<file path="src/rtl/csr_pkg.sv">
// ----------------------------------------------------------------------------
// csr_pkg
// shared types, constants and helpers of the comb string resonator
// ----------------------------------------------------------------------------
package csr_pkg;

    localparam int LINE_DEPTH_DEF = 2048;

    localparam int Q17_ONE  = 131072;
    localparam int Q28_MAX  = 134217727;
    localparam int Q28_MIN  = -134217728;
    localparam int Q24_MAX  = 8388607;
    localparam int Q24_MIN  = -8388608;
    localparam int GAIN_MAX = 130416;
    localparam int DAMP_MAX = 120586;
    localparam int DISP_MAX = 94372;
    localparam int DISP_MIN_ON = 13;
    localparam int DELAY_MIN = 1024;
    localparam int MAKEUP_K = 78643;
    localparam int SCALE_BASE = 32768;

    localparam int DIV_NW = 54;
    localparam int DIV_DW = 31;
    localparam int DIV_CW = $clog2(DIV_NW + 1);

    localparam logic [2:0] REG_DELAY  = 3'd0;
    localparam logic [2:0] REG_GAIN   = 3'd1;
    localparam logic [2:0] REG_DAMP   = 3'd2;
    localparam logic [2:0] REG_DISP   = 3'd3;
    localparam logic [2:0] REG_DRIVE  = 3'd4;
    localparam logic [2:0] REG_MIX    = 3'd5;
    localparam logic [2:0] REG_INVERT = 3'd6;
    localparam logic [2:0] REG_SMOOTH = 3'd7;

    localparam logic [2:0] SM_DELAY = 3'd0;
    localparam logic [2:0] SM_GAIN  = 3'd1;
    localparam logic [2:0] SM_DAMP  = 3'd2;
    localparam logic [2:0] SM_DISP  = 3'd3;
    localparam logic [2:0] SM_DRIVE = 3'd4;
    localparam logic [2:0] SM_MIX   = 3'd5;
    localparam logic [2:0] SM_SIGN  = 3'd6;

    typedef logic [5:0] csr_op_t;

    localparam csr_op_t OP_NOP = 6'd0;
    localparam csr_op_t OP_G0  = 6'd1;
    localparam csr_op_t OP_G6  = 6'd7;
    localparam csr_op_t OP_G7  = 6'd8;
    localparam csr_op_t OP_POS = 6'd9;
    localparam csr_op_t OP_RD0 = 6'd10;
    localparam csr_op_t OP_RD1 = 6'd11;
    localparam csr_op_t OP_RD2 = 6'd12;
    localparam csr_op_t OP_RD3 = 6'd13;
    localparam csr_op_t OP_RD4 = 6'd14;
    localparam csr_op_t OP_C0  = 6'd15;
    localparam csr_op_t OP_C1  = 6'd16;
    localparam csr_op_t OP_C2  = 6'd17;
    localparam csr_op_t OP_C3  = 6'd18;
    localparam csr_op_t OP_C4  = 6'd19;
    localparam csr_op_t OP_C5  = 6'd20;
    localparam csr_op_t OP_L0  = 6'd21;
    localparam csr_op_t OP_L1  = 6'd22;
    localparam csr_op_t OP_L2  = 6'd23;
    localparam csr_op_t OP_A00 = 6'd24;
    localparam csr_op_t OP_A10 = 6'd25;
    localparam csr_op_t OP_A01 = 6'd26;
    localparam csr_op_t OP_A11 = 6'd27;
    localparam csr_op_t OP_S0  = 6'd28;
    localparam csr_op_t OP_S1  = 6'd29;
    localparam csr_op_t OP_S2  = 6'd30;
    localparam csr_op_t OP_S3  = 6'd31;
    localparam csr_op_t OP_S4  = 6'd32;
    localparam csr_op_t OP_S5  = 6'd33;
    localparam csr_op_t OP_F0  = 6'd34;
    localparam csr_op_t OP_F1  = 6'd35;
    localparam csr_op_t OP_F2  = 6'd36;
    localparam csr_op_t OP_M0  = 6'd37;
    localparam csr_op_t OP_M1  = 6'd38;
    localparam csr_op_t OP_M2  = 6'd39;
    localparam csr_op_t OP_CLR = 6'd40;

    typedef struct packed {
        logic [18:0] delay;
        logic [16:0] gain;
        logic [16:0] damp;
        logic [16:0] disp;
        logic [17:0] drive;
        logic [17:0] mix;
        logic        invert;
        logic [17:0] smooth;
    } csr_cfg_t;

    typedef struct packed {
        csr_op_t op;
        logic    load_in;
    } csr_cmd_t;

    typedef struct packed {
        logic ap_en;
        logic div_busy;
    } csr_status_t;

    function automatic logic signed [27:0] sat28(input logic signed [71:0] v);
        logic signed [27:0] r;
        if (v > 72'(Q28_MAX))
            r = 28'(Q28_MAX);
        else if (v < 72'(Q28_MIN))
            r = 28'(Q28_MIN);
        else
            r = 28'(v);
        return r;
    endfunction

    function automatic logic signed [23:0] sat24(input logic signed [71:0] v);
        logic signed [23:0] r;
        if (v > 72'(Q24_MAX))
            r = 24'(Q24_MAX);
        else if (v < 72'(Q24_MIN))
            r = 24'(Q24_MIN);
        else
            r = 24'(v);
        return r;
    endfunction

endpackage

</file>
<file path="src/rtl/csr_ctrl.sv">
// ----------------------------------------------------------------------------
// csr_ctrl
// sequencer: line clearing after reset, per-sample step program, output slot
// ----------------------------------------------------------------------------
module csr_ctrl #(
    parameter int LINE_DEPTH = csr_pkg::LINE_DEPTH_DEF
) (
    input  logic                          clk,
    input  logic                          rst_n,
    input  logic                          in_valid,
    output logic                          in_ready,
    output logic                          out_valid,
    input  logic                          out_ready,
    input  csr_pkg::csr_status_t          status,
    output csr_pkg::csr_cmd_t             cmd,
    output logic [$clog2(LINE_DEPTH)-1:0] clr_addr
);
    import csr_pkg::*;

    localparam int AW = $clog2(LINE_DEPTH);

    localparam logic [1:0] ST_CLEAR = 2'd0;
    localparam logic [1:0] ST_IDLE  = 2'd1;
    localparam logic [1:0] ST_RUN   = 2'd2;

    logic [1:0]    state_reg;
    logic [1:0]    state_next;
    csr_op_t       pc_reg;
    csr_op_t       pc_next;
    logic [AW-1:0] clr_reg;
    logic [AW-1:0] clr_next;
    logic          out_valid_reg;
    logic          out_valid_next;
    logic          out_load;

    always_comb
    begin
        state_next  = state_reg;
        pc_next     = pc_reg;
        clr_next    = clr_reg;
        cmd.op      = OP_NOP;
        cmd.load_in = 1'b0;
        in_ready    = 1'b0;
        out_load    = 1'b0;
        unique case (state_reg)
            ST_CLEAR:
            begin
                cmd.op   = OP_CLR;
                clr_next = clr_reg + 1'b1;
                if (clr_reg == AW'(LINE_DEPTH - 1))
                    state_next = ST_IDLE;
            end
            ST_IDLE:
            begin
                in_ready = 1'b1;
                if (in_valid)
                begin
                    cmd.load_in = 1'b1;
                    pc_next     = OP_G0;
                    state_next  = ST_RUN;
                end
            end
            ST_RUN:
            begin
                if ((pc_reg == OP_S3 || pc_reg == OP_S5) && status.div_busy)
                begin
                    cmd.op = OP_NOP;
                end
                else if (pc_reg == OP_M2)
                begin
                    if (!out_valid_reg || out_ready)
                    begin
                        cmd.op     = OP_M2;
                        out_load   = 1'b1;
                        state_next = ST_IDLE;
                    end
                end
                else
                begin
                    cmd.op  = pc_reg;
                    pc_next = (pc_reg == OP_L2 && !status.ap_en) ? OP_S0 : pc_reg + 1'b1;
                end
            end
            default:
            begin
                state_next = ST_CLEAR;
            end
        endcase
        out_valid_next = (out_valid_reg && !out_ready) || out_load;
    end

    always_ff @(posedge clk or negedge rst_n)
    begin
        if (!rst_n)
        begin
            state_reg     <= ST_CLEAR;
            pc_reg        <= OP_NOP;
            clr_reg       <= '0;
            out_valid_reg <= 1'b0;
        end
        else
        begin
            state_reg     <= state_next;
            pc_reg        <= pc_next;
            clr_reg       <= clr_next;
            out_valid_reg <= out_valid_next;
        end
    end

    assign out_valid = out_valid_reg;
    assign clr_addr  = clr_reg;

endmodule

</file>
<file path="config.mk">
export PLATFORM = sky130hd
export DESIGN_NAME = csr_ctrl
export DESIGN_NICKNAME = d
export VERILOG_FILES = /design/src/rtl/csr_pkg.sv /design/src/rtl/csr_ctrl.sv
export SDC_FILE = /design/constraint.sdc
export NUM_CORES = 1
export LEC_CHECK = 0
export ABC_CLOCK_PERIOD_IN_PS = 1950
export BUFFER_PORTS_ARGS = -buffer_cell sky130_fd_sc_hd__buf_2
export CAP_MARGIN = 20
export CORE_AREA = 2 2 50 52
export CTS_BUF_LIST = sky130_fd_sc_hd__clkbuf_16
export DETAILED_ROUTE_END_ITERATION = 10
export DIE_AREA = 0 0 52 54
export GPL_ROUTABILITY_DRIVEN = 1
export PLACE_DENSITY_LB_ADDON = 0.25
export SETUP_SLACK_MARGIN = 0.2
export SLEW_MARGIN = 30
export SYNTH_ARGS = -nofsm -noshare
export SYNTH_HDL_FRONTEND = slang
export SYNTH_SLANG_ARGS = --single-unit
</file>
<file path="constraint.sdc">
create_clock -name clk -period 1.95 [get_ports clk]
set_input_delay 0.39 -clock clk [delete_from_list [all_inputs] [get_ports clk]]
set_output_delay 0.39 -clock clk [all_outputs]
set_load 0.005 [all_outputs]
</file>
# After elaboration in Yosys (flattened, before gate mapping)
# Index checks and enable logic that the tools add are counted.
# op_classes
n_addsub,2
multipliers,0
n_div,0
magnitude_cmp,0
eq_ne,13
n_shift,0
muxes,22
bitwise_logic,0
n_reduce_logical,13
# ops
op,n
two-way mux 6 bit,7
one-hot mux 6 bit (2 select lines),2
equality test 6 x 5 -> 1 bit (second input constant),2
equality test 6 bit (second input constant),2
!= test 2 bit (second input constant),6
adder 11 x 1 -> 11 bit (second input constant),1
equality test 11 bit (second input constant),1
two-way mux 2 bit,5
two-way mux 1 bit,7
adder 6 x 1 -> 6 bit (second input constant),1
one-hot mux 2 bit (3 select lines),1
AND reduction 5 bit,1
AND reduction 4 bit,1
logical AND 1 bit,3
zero test 1 bit,3
logical OR 1 bit,3
equality test 2 x 1 -> 1 bit (second input constant),1
equality test 2 bit (second input constant),1
zero test 2 bit,1
nonzero test 2 bit,1
# totals
ff_bits,20
latchBits,0
ramBits,0
mem_bits_ro,0
in_bits,6
output_inout_bits,20
elab_cells,54
memories,0

# Logic depth before layout (Yosys ltp)
# Gate-level depths: netlist of the first run.
# depth
ltp_word,7
ltp_mapped,7
depth_no_buf,6

# Least setup slack after synthesis of the first run
# OpenSTA, ideal clock, no wires.
# synth_path
kind,register to output
start,reg pc_reg[0]
end,out cmd[2] (netlist bit)
t_arrival_ps,1482
required_time_ps,1560
slack_ps,78
stages_incl_launch_ff,7
path_buffers,0
path_cell_list,dfrtp_1 -> ha_1 -> and3_1 -> nand3_2 -> nand3b_1 -> a21oi_1 -> a21boi_0
# synth_lines
item,line_no,source
start: declaration,csr_ctrl.sv:28,csr_op_t pc_reg;
start signal: assignment,csr_ctrl.sv:104,pc_reg <= pc_next;
end: declaration,csr_ctrl.sv:15,"output csr_pkg::csr_cmd_t cmd,"

==> reports/qor.yml, run 1 <==
run_status:
  outcome: "complete, but fails checks"
  violations: "negative setup slack"
logic_synthesis:
  synth_top_flop_cell: "dfrtp_1"
  synth.top_cells.by_area: "dfrtp_1, xnor2_1, nand2_1"
  synth.ff_latch_count: 20
  synth_top_cell_by_area: "dfrtp_1"
  synthCells: 116
  ys_types: 41
  syn_avg_cell_area_um2: 9.75
  yosysWarnings: 0
  synth_top_area_share_pct: 44.2
  syn_nets: 125
  syn_area_mm2: 0.00113
  synth_seq_area_share_pct: 44.2
  async_flop_share_pct: 100
  synth_edf_count: 0
worst_setup_path:
  cp-startpoint: "pc_reg[5]"
  path_class: "reg -> out"
  reg2reg_from: "pc_reg[5]"
  crit_chain: "nor3b_4 > nand4_2 > and3b_2 > and3_1 > buf_2"
  crit_slowest_cell: "dfrtp_1"
  path_delay_family: "simple AND/OR/NAND/NOR gates"
  critPathLaunchType: "flip-flop"
  crit_required_ps: 1560
  path_buf_inv: 1
  path_max_fanout: 4
  worstPathArrival_ps: 1670
  critPathMaxStageDelay_ps: 430
  cp-end-kind: "output port"
power:
  ir_drop_uv: 1100
  powerDensity_mw_per_mm2: 1380
  p_leak_nw: 0.751
timing:
  slew_headroom_pct: 69.6
  final_max_slew_viol_count: 0
  fin_skew_ps: 2.26
  fmax_ghz: 0.486
  grt_setup_unrepaired: "yes"
  fin_crit_sh_pct: 106
  worst-slew-pin-transition_ps: 456
  setup_viol: 6
  fin_tns_setup_ps: -378
  period_needed_ps: 2060
  timing.final.ws_setup_ps: -109
  hold_viol_final: 0
clock_network:
  clock_latency_ps: 250
  clock_path_buffers: 2
  htreeDepth: 1
  cts_buffers: 3
  cts_root_buffer: "clkbuf_16"
  cts.sinks: 20
  clk_pin_slew_ps: 60
  tritoncts: "built"
drt:
  dr.pass1.iters: 6
  drt_wl_total_um: 2940
  drc: 0
  vias: 1050
  wl_met1_um: 1200
  top_layer_used: "met4"
  postRouteAntennaNets: 0
  vias_per_cell: 5.56
  initialDrtViolationCount: 29
  wl_per_cell_um: 15.6
  wl_met3_um: 139
  met2_length_um: 1570
placement:
  gp_congestion: 0.894
  dpl_cell_area_mm2: 0.00133
  dp_hpwl_um: 1850
  port_buffers: 25
  place_ws_ps: 71.1
final_layout:
  final_cell_area_mm2: 0.00157
  multiInputGateArea_um2: 642
  layout-drive-gt1-share_pct: 44.7
  area_growth_pct: 38.7
  fin_nets: 169
  fillers: 188
  diodes: 0
  layout_common_cells: "buf_2, dfrtp_1, buf_4"
  ff_latch_area_um2: 505
  largest_reg_flops: 11
  final_common_cell: "buf_2"
flow_run:
  drv_cap: 0
floorplanning:
  die_y_um: 54
  initial_core_util_pct: 48.8
  ioPinCount: 26
  die_w_um: 52
  dieArea_mm2: 0.00281
  rows: 18
  core_area_mm2: 0.00232
worst_hold_path:
  min_path_type: "in -> async"
global_routing:
  overflow: 0
  grt_max_degree: 21
  antenna_found_initial: 0
  grt_pass1_vias: 968
  grtUsageTotal_pct: 22.4
  grt_pass1_wl_um: 4530
==> cell usage after synthesis (2+ instances only) <==
cell	count
nor2_1	5
inv_1	4
nor3_1	3
nand4_1	7
o21ai_0	3
a21oi_1	4
xnor2_1	8
ha_1	3
xor2_1	2
nand2_1	14
nand3_1	5
dfrtp_1	20
and3_1	3
buf_6	2
mux2i_1	2
buf_2	3
nand2b_1	2
nor2b_1	3
==> power by group <==
group | leakage, nW | internal, W | switching, W | total (W)
combinational | 0.462 | 0.000519 | 0.000464 | 0.000983
clock | 0.0385 | 0.000273 | 0.000149 | 0.000422
sequential | 0.251 | 0.000572 | 0.000187 | 0.000759
total | 0.751 | 0.00136 | 0.000800 | 0.00216
==> area by class of cell <==
class,instances,area share (%)
multi-input cells,86,40.9
repair buffers,45,18.5
clock buffers,3,4.78
well taps,30,2.39
clock inverters,1,0.239
inverters,4,0.957
flip-flops and latches,20,32.2
==> cell families (layout without fill, tap and decap cells) <==
group / Yosys count / after routing / synth area share, %
AOI/OAI and AO/OA: 17 / 17 / 10.2
xor gates and xnor gates: 10 / 10 / 7.74
adders and majority gates: 3 / 3 / 3.32
buffers and inverters: 10 / 53 / 4.98
DFF: 20 / 20 / 44.2
muxes: 3 / 3 / 2.77
and+or+nand+nor: 53 / 53 / 26.8
==> worst paths after layout <==
kind	endpoint	depth (start not counted)	slack (ps)
max	cmd[3]	5	-110
min	state_reg[1]	1	90
max reg2reg	pc_reg[4]	8	40
min reg2reg	clr_addr[10]	1	490
max in group asynchronous	pc_reg[1]	1	1530
min in group clk	clr_addr[10]	1	490
==> per-stage QoR <==
stage          cells  util, %  power, W  hold slack, ps
2_1_floorplan    116        -   0.00123            94.4
3_3_place_gp     173     57.3   0.00147             368
3_5_place_dp     173     57.3   0.00149             372
4_1_cts          187     65.4   0.00209             100
5_1_grt          189     67.6   0.00231             130
6_report         189     67.6   0.00216            86.0
==> routing by layer <==
metal	GRT usage [%]	vias up
met5	0	-
met4	8.33	0
met3	5.28	6
met2	40.3	38
met1	25.7	509
li1	-	497
==> what timing repair did <==
item	in CTS	in global routing
pin swaps	10	6
setup endpoints to repair	8	12
setup buffers	10	2
hold buffers	0	0
resized for setup	12	12
Note: power is estimated with default switching activity, not from simulation.
==> inputs of run 2 (changes only) <==
Settings changed: CAP_MARGIN 20 to default, CTS_BUF_LIST sky130_fd_sc_hd__clkbuf_16 to default.
==> run 2 against run 1 <==
Compared with the run above: critical path depth grew 2; power down 7.6%; register-to-register slack improved by 110 ps; maximum frequency down 4.2%; sequential power is 1% lower; routed wire length shrank 0.82%; utilization up 1.6 points; first-iteration DRC count unchanged; setup slack lost 89 ps; via count increased by 3.8%; the run still ends with negative setup slack left.
==> reports/qor.yml, run 2 (same netlist as run 1, synthesis figures left out) <==
clock_network:
  tritoncts: "built"
  clock_latency_ps: 300
  cts.sinks: 20
  clock_path_buffers: 2
  htreeDepth: 1
  cts_buffers: 3
  cts_root_buffer: "clkbuf_4"
  clk_pin_slew_ps: 120
flow_run:
  drv_cap: 0
timing:
  grt_setup_unrepaired: "yes"
  setup_viol: 6
  fin_tns_setup_ps: -951
  fin_crit_sh_pct: 110
  fin_skew_ps: 2.28
  period_needed_ps: 2150
  timing.final.ws_setup_ps: -198
  slew_headroom_pct: 68.6
  fmax_ghz: 0.465
  worst-slew-pin-transition_ps: 470
  hold_viol_final: 0
  final_max_slew_viol_count: 0
placement:
  dp_hpwl_um: 1850
  gp_congestion: 0.894
  dp.cells: 173
  port_buffers: 25
floorplanning:
  die_y_um: 54
  dieArea_mm2: 0.00281
  ioPinCount: 26
  initial_core_util_pct: 48.8
  die_w_um: 52
  core_area_mm2: 0.00232
  rows: 18
global_routing:
  grt_max_degree: 21
  grtUsageTotal_pct: 21.6
  grt_pass1_wl_um: 4460
  grt_pass1_vias: 974
  overflow: 0
  antenna_found_initial: 0
final_layout:
  finalCoreUtilization_pct: 69.3
  area_growth_pct: 42.0
  layout-drive-gt1-share_pct: 47.3
  largest_reg_flops: 11
  fillers: 181
  instances_no_fill: 197
  layout_common_cells: "buf_2, buf_4, dfrtp_1"
  diodes: 0
  fin_nets: 177
worst_setup_path:
  path_max_fanout: 4
  endpoint: "cmd[2]"
  path_class: "reg -> out"
  r2r_setup_slack_ps: 150
  path_buf_inv: 1
  cp-end-kind: "output port"
  r2r_cells: 7
  reg2reg_from: "pc_reg[1]"
  worstPathArrival_ps: 1760
  crit_required_ps: 1560
  r2r_end: "pc_reg[5]"
  critPathMaxStageDelay_ps: 460
  crit_chain: "ha_4 > and3_4 > nand3_4 > nand3b_1 > a21oi_2 > a21boi_2 > buf_2"
  cp-startpoint: "pc_reg[1]"
  critPathLaunchType: "flip-flop"
  crit_slowest_cell: "dfrtp_2"
  cp.depth: 7
  path_delay_family: "flip-flops"
power:
  powerDensity_mw_per_mm2: 1240
  totalPowerFinal_w: 0.00200
  p_leak_nw: 0.783
  ir_drop_uv: 915
drt:
  postRouteAntennaNets: 0
  dr.pass1.iters: 5
  vias: 1090
  drc: 0
  drt_wl_total_um: 2920
  vias_per_cell: 5.53
  initialDrtViolationCount: 29
  wl_per_cell_um: 14.8
run_status:
  outcome: "complete, but fails checks"
  violations: "negative setup slack"
worst_hold_path:
  min_path_type: "in -> async"
-- run 2: changes by cell type in the layout (fill, tap and decap cells not counted), sizes merged --
cell,delta
buf,+8
clkbuf,+1
clkinv,-1
-- run 2: layout make-up --
| class | count | area (um^2) | area share (%) |
|---|---|---|---|
| multi-input combinational | 86 | 636 | 39.6 |
| sequential | 20 | 504 | 31.4 |
| timing repair buffer | 53 | 375 | 23.4 |
| tap | 30 | 37.5 | 2.34 |
| clock buffer | 4 | 36.3 | 2.26 |
| inverter | 4 | 17.5 | 1.09 |
-- run 2: worst min path at each step --
stage	endpoint	startpoint	slack (ps)	depth (start not counted)
global route	pc_reg[3]	rst_n	40	1
CTS	pc_reg[5]	rst_n	40	1
global placement	pc_reg[3]	rst_n	370	1
finish	pc_reg[2]	rst_n	20	1
detailed placement	pc_reg[3]	rst_n	370	1
floorplan	clr_addr[0]	rst_n	90	0
-- run 2: report_power, final --
group          switching (W)  total, W  internal (W)
Sequential          0.000182  0.000750      0.000568
Clock               0.000132  0.000246      0.000114
Combinational       0.000460   0.00100      0.000543
Total               0.000775   0.00200       0.00122
-- run 2: timing repair --
item,CTS,global route
setup endpoints to repair,8,12
pin swaps,8,8
gates cloned,0,0
resized for setup,14,11
setup buffers,12,8
hold buffers,0,0
-- run 2: layer usage --
metal  up-vias  share of wire [%]  GRT usage, %
met4         0                5.3          11.8
met3        19                5.2          5.00
met5         -                  0             0
met2        45                 50          35.2
li1        512                  -             -
met1       514                 39          26.5
-- run 2: through the flow --
stage               cell area [um^2]  setup slack [ps]  hold slack (ps)
floorplan                       1150               194             94.4
global placement                1330               107              368
detailed placement              1330              71.1              372
CTS                             1500              -141             37.2
global route                    1610              -272             44.8
finish                          1610              -198             21.4
==> inputs of run 3 (changes only) <==
Settings changed: ABC_AREA from default to 1, CELL_PAD_IN_SITES_DETAIL_PLACEMENT from default to 0, CELL_PAD_IN_SITES_GLOBAL_PLACEMENT from default to 1, CORE_AREA 2 2 50 52 to 10 10 68 70, DIE_AREA 0 0 52 54 to 0 0 78 80.
==> run 3 against run 2 <==
Compared with the run above: the run still ends with negative setup slack left; synthesized cell count increased by 35%; register-to-register slack improved by 200 ps; clock power increased by 41%; critical path type unchanged.
==> reports/qor.yml, run 3 <==
power:
  ir_drop_uv: 631
  clock_power_share_pct: 19.2
  p_seq_share_pct: 36.3
  swShare_pct: 40.9
  powerDensity_mw_per_mm2: 1160
  p_comb_share_pct: 44.5
  totalPowerFinal_w: 0.00180
  switchingPower_w: 0.000737
  p_int_w: 0.00106
  p_leak_nw: 0.803
run_status:
  outcome: "complete, but fails checks"
  violations: "negative setup slack"
clock_network:
  clock_path_buffers: 2
  clk_pin_slew_ps: 130
  htreeDepth: 1
  cts.sinks: 20
  cts_root_buffer: "clkbuf_4"
  tritoncts: "built"
  clock_latency_ps: 300
  cts_buffers: 3
timing:
  worst-slew-pin-transition_ps: 461
  grt_setup_unrepaired: "yes"
  final_max_slew_viol_count: 0
  slew_headroom_pct: 69.2
  fin_crit_sh_pct: 105
  period_needed_ps: 2040
  fmax_ghz: 0.490
  hold_viol_final: 0
  fin_skew_ps: 6.35
  timing.final.ws_setup_ps: -91.6
  setup_viol: 6
worst_setup_path:
  path_max_fanout: 4
  path_buf_inv: 2
  path_class: "reg -> out"
  critPathMaxStageDelay_ps: 410
  worstPathArrival_ps: 1650
  crit_chain: "buf_4 > ha_1 > nand3_1 > nand2_2 > nand2_4 > nand3_4 > a21oi_2 > buf_2"
  critPathLaunchType: "flip-flop"
  crit_required_ps: 1560
  path_delay_family: "flip-flops"
  cp-end-kind: "output port"
  crit_slowest_cell: "dfrtp_1"
floorplanning:
  die_w_um: 78
  core_area_mm2: 0.00328
  rows: 21
  die_y_um: 80
  dieArea_mm2: 0.00624
  ioPinCount: 26
  initial_core_util_pct: 37.4
drt:
  drc: 0
  dr.pass1.iters: 4
  vias_per_cell: 4.56
  initialDrtViolationCount: 75
  vias: 1090
  drt_wl_total_um: 2940
  wl_per_cell_um: 12.3
  postRouteAntennaNets: 0
logic_synthesis:
  syn_area_mm2: 0.00123
  ys_types: 22
  synth_top_area_share_pct: 40.7
  synth_most_common_cell: "nand2_1"
  syn_nets: 166
  synth.ff_latch_count: 20
  synth_edf_count: 0
  synth_top_flop_cell: "dfrtp_1"
  synth_seq_area_share_pct: 40.7
  synth_top_cell_by_area: "dfrtp_1"
  synth.top_cells.by_area: "dfrtp_1, nand2_1, nand3_1"
  yosysWarnings: 0
  syn_avg_cell_area_um2: 7.83
  synth_common_cells: "nand2_1, dfrtp_1, nand3_1"
  async_flop_share_pct: 100
  synthCells: 157
final_layout:
  multiInputGateArea_um2: 669
  final_common_cell: "nand2_1"
  layout_common_cells: "nand2_1, buf_2, dfrtp_1"
  ff_latch_area_um2: 500
  largest_reg_flops: 11
  fillers: 339
  fin_nets: 203
  layout-drive-gt1-share_pct: 33.7
  area_growth_pct: 25.8
  diodes: 0
placement:
  dp_hpwl_um: 2240
  port_buffers: 25
  place_ws_ps: 85.1
  gp_congestion: 0.862
worst_hold_path:
  min_path_type: "in -> async"
global_routing:
  antenna_found_initial: 0
  grtUsageTotal_pct: 9.90
  overflow: 0
  grt_max_degree: 21
  grt_pass1_wl_um: 5240
  grt_pass1_vias: 1141
flow_run:
  drv_cap: 0
run 3: cell count changes after synthesis, moves of 3 or more:
cell,change
and3_1,-3
buf_2,-3
inv_1,+9
inv_2,+9
nand2_1,+28
nand2_2,+4
nand3_1,+13
nand4_1,-3
nor2_1,+8
nor2_4,+3
nor2b_1,-3
nor3_1,-3
run 3: power groups by stage:
| stage | Combinational (W) | Sequential (W) | Clock [W] |
|---|---|---|---|
| 3_5_place_dp | 0.000741 | 0.000668 | 0 |
| 3_3_place_gp | 0.000746 | 0.000665 | 0 |
| 5_1_grt | 0.000917 | 0.000675 | 0.000372 |
| 4_1_cts | 0.000806 | 0.000652 | 0.000355 |
| 6_report | 0.000802 | 0.000654 | 0.000346 |
| 2_1_floorplan | 0.000500 | 0.000654 | 0 |
run 3: metrics by stage:
stage                     util, %  std cells  area [um^2]  TNS [ps]  hold WS, ps
after floorplan                 -        157         1230         0         94.4
after CTS                    46.7        237         1530      -451         33.7
after detailed placement     43.0        228         1410         0          382
final                        47.1        239         1550      -459         15.8
after global routing         47.1        239         1550     -1060         35.4
after global placement       43.0        228         1410         0          372
run 3: path summary, 6_finish.rpt:
kind	from	end	slack, ps	depth (start not counted)
max	pc_reg[0]	cmd[1]	-90	8
min	rst_n	clr_addr[3]	20	1
max reg2reg	pc_reg[1]	pc_reg[5]	350	11
min reg2reg	clr_addr[6]	clr_addr[6]	520	1
max in group asynchronous	rst_n	pc_reg[5]	1620	1
min in group clk	out_ready	out_valid	260	2
run 3: per-layer routing:
layer / up-vias / share of wire [%] / global-route usage [%]
met5: - / 0 / 0
met4: 0 / 0.72 / 2.69
met3: 2 / 4.7 / 2.25
met2: 22 / 50 / 17.7
met1: 500 / 45 / 11.5
li1: 566 / - / -
run 3: cell families after synthesis:
logic type | share of synthesized area [%]
simple gates | 37.3
buf+inv | 7.32
flops | 40.7
xor+xnor | 7.83
compound gates | 3.76
fa+ha+maj | 3.05
run 3: layout make-up:
class | instances | area share [%]
multi-input cells | 114 | 43.2
flip-flops and latches | 20 | 32.3
repair buffers | 33 | 12.0
inverters | 22 | 5.34
well taps | 46 | 3.72
clock inverters | 1 | 1.94
clock buffers | 3 | 1.46
run 3: worst register-to-register path: cells and delay by family (launching register included):
kind / cells / cell delay [ps]
adders and majority gates: 1 / 220
buffers and inverters: 2 / 210
DFF: 1 / 440
and+or+nand+nor: 8 / 670
run 3: timing repair:
item / in CTS / in global routing
pin swaps: 4 / 6
endpoints found under the hold margin: 0 / 0
setup endpoints to repair: 6 / 6
gates resized for setup: 7 / 0
buffers inserted: 5 / 2
gates cloned: 0 / 0
hold buffers: 0 / 0
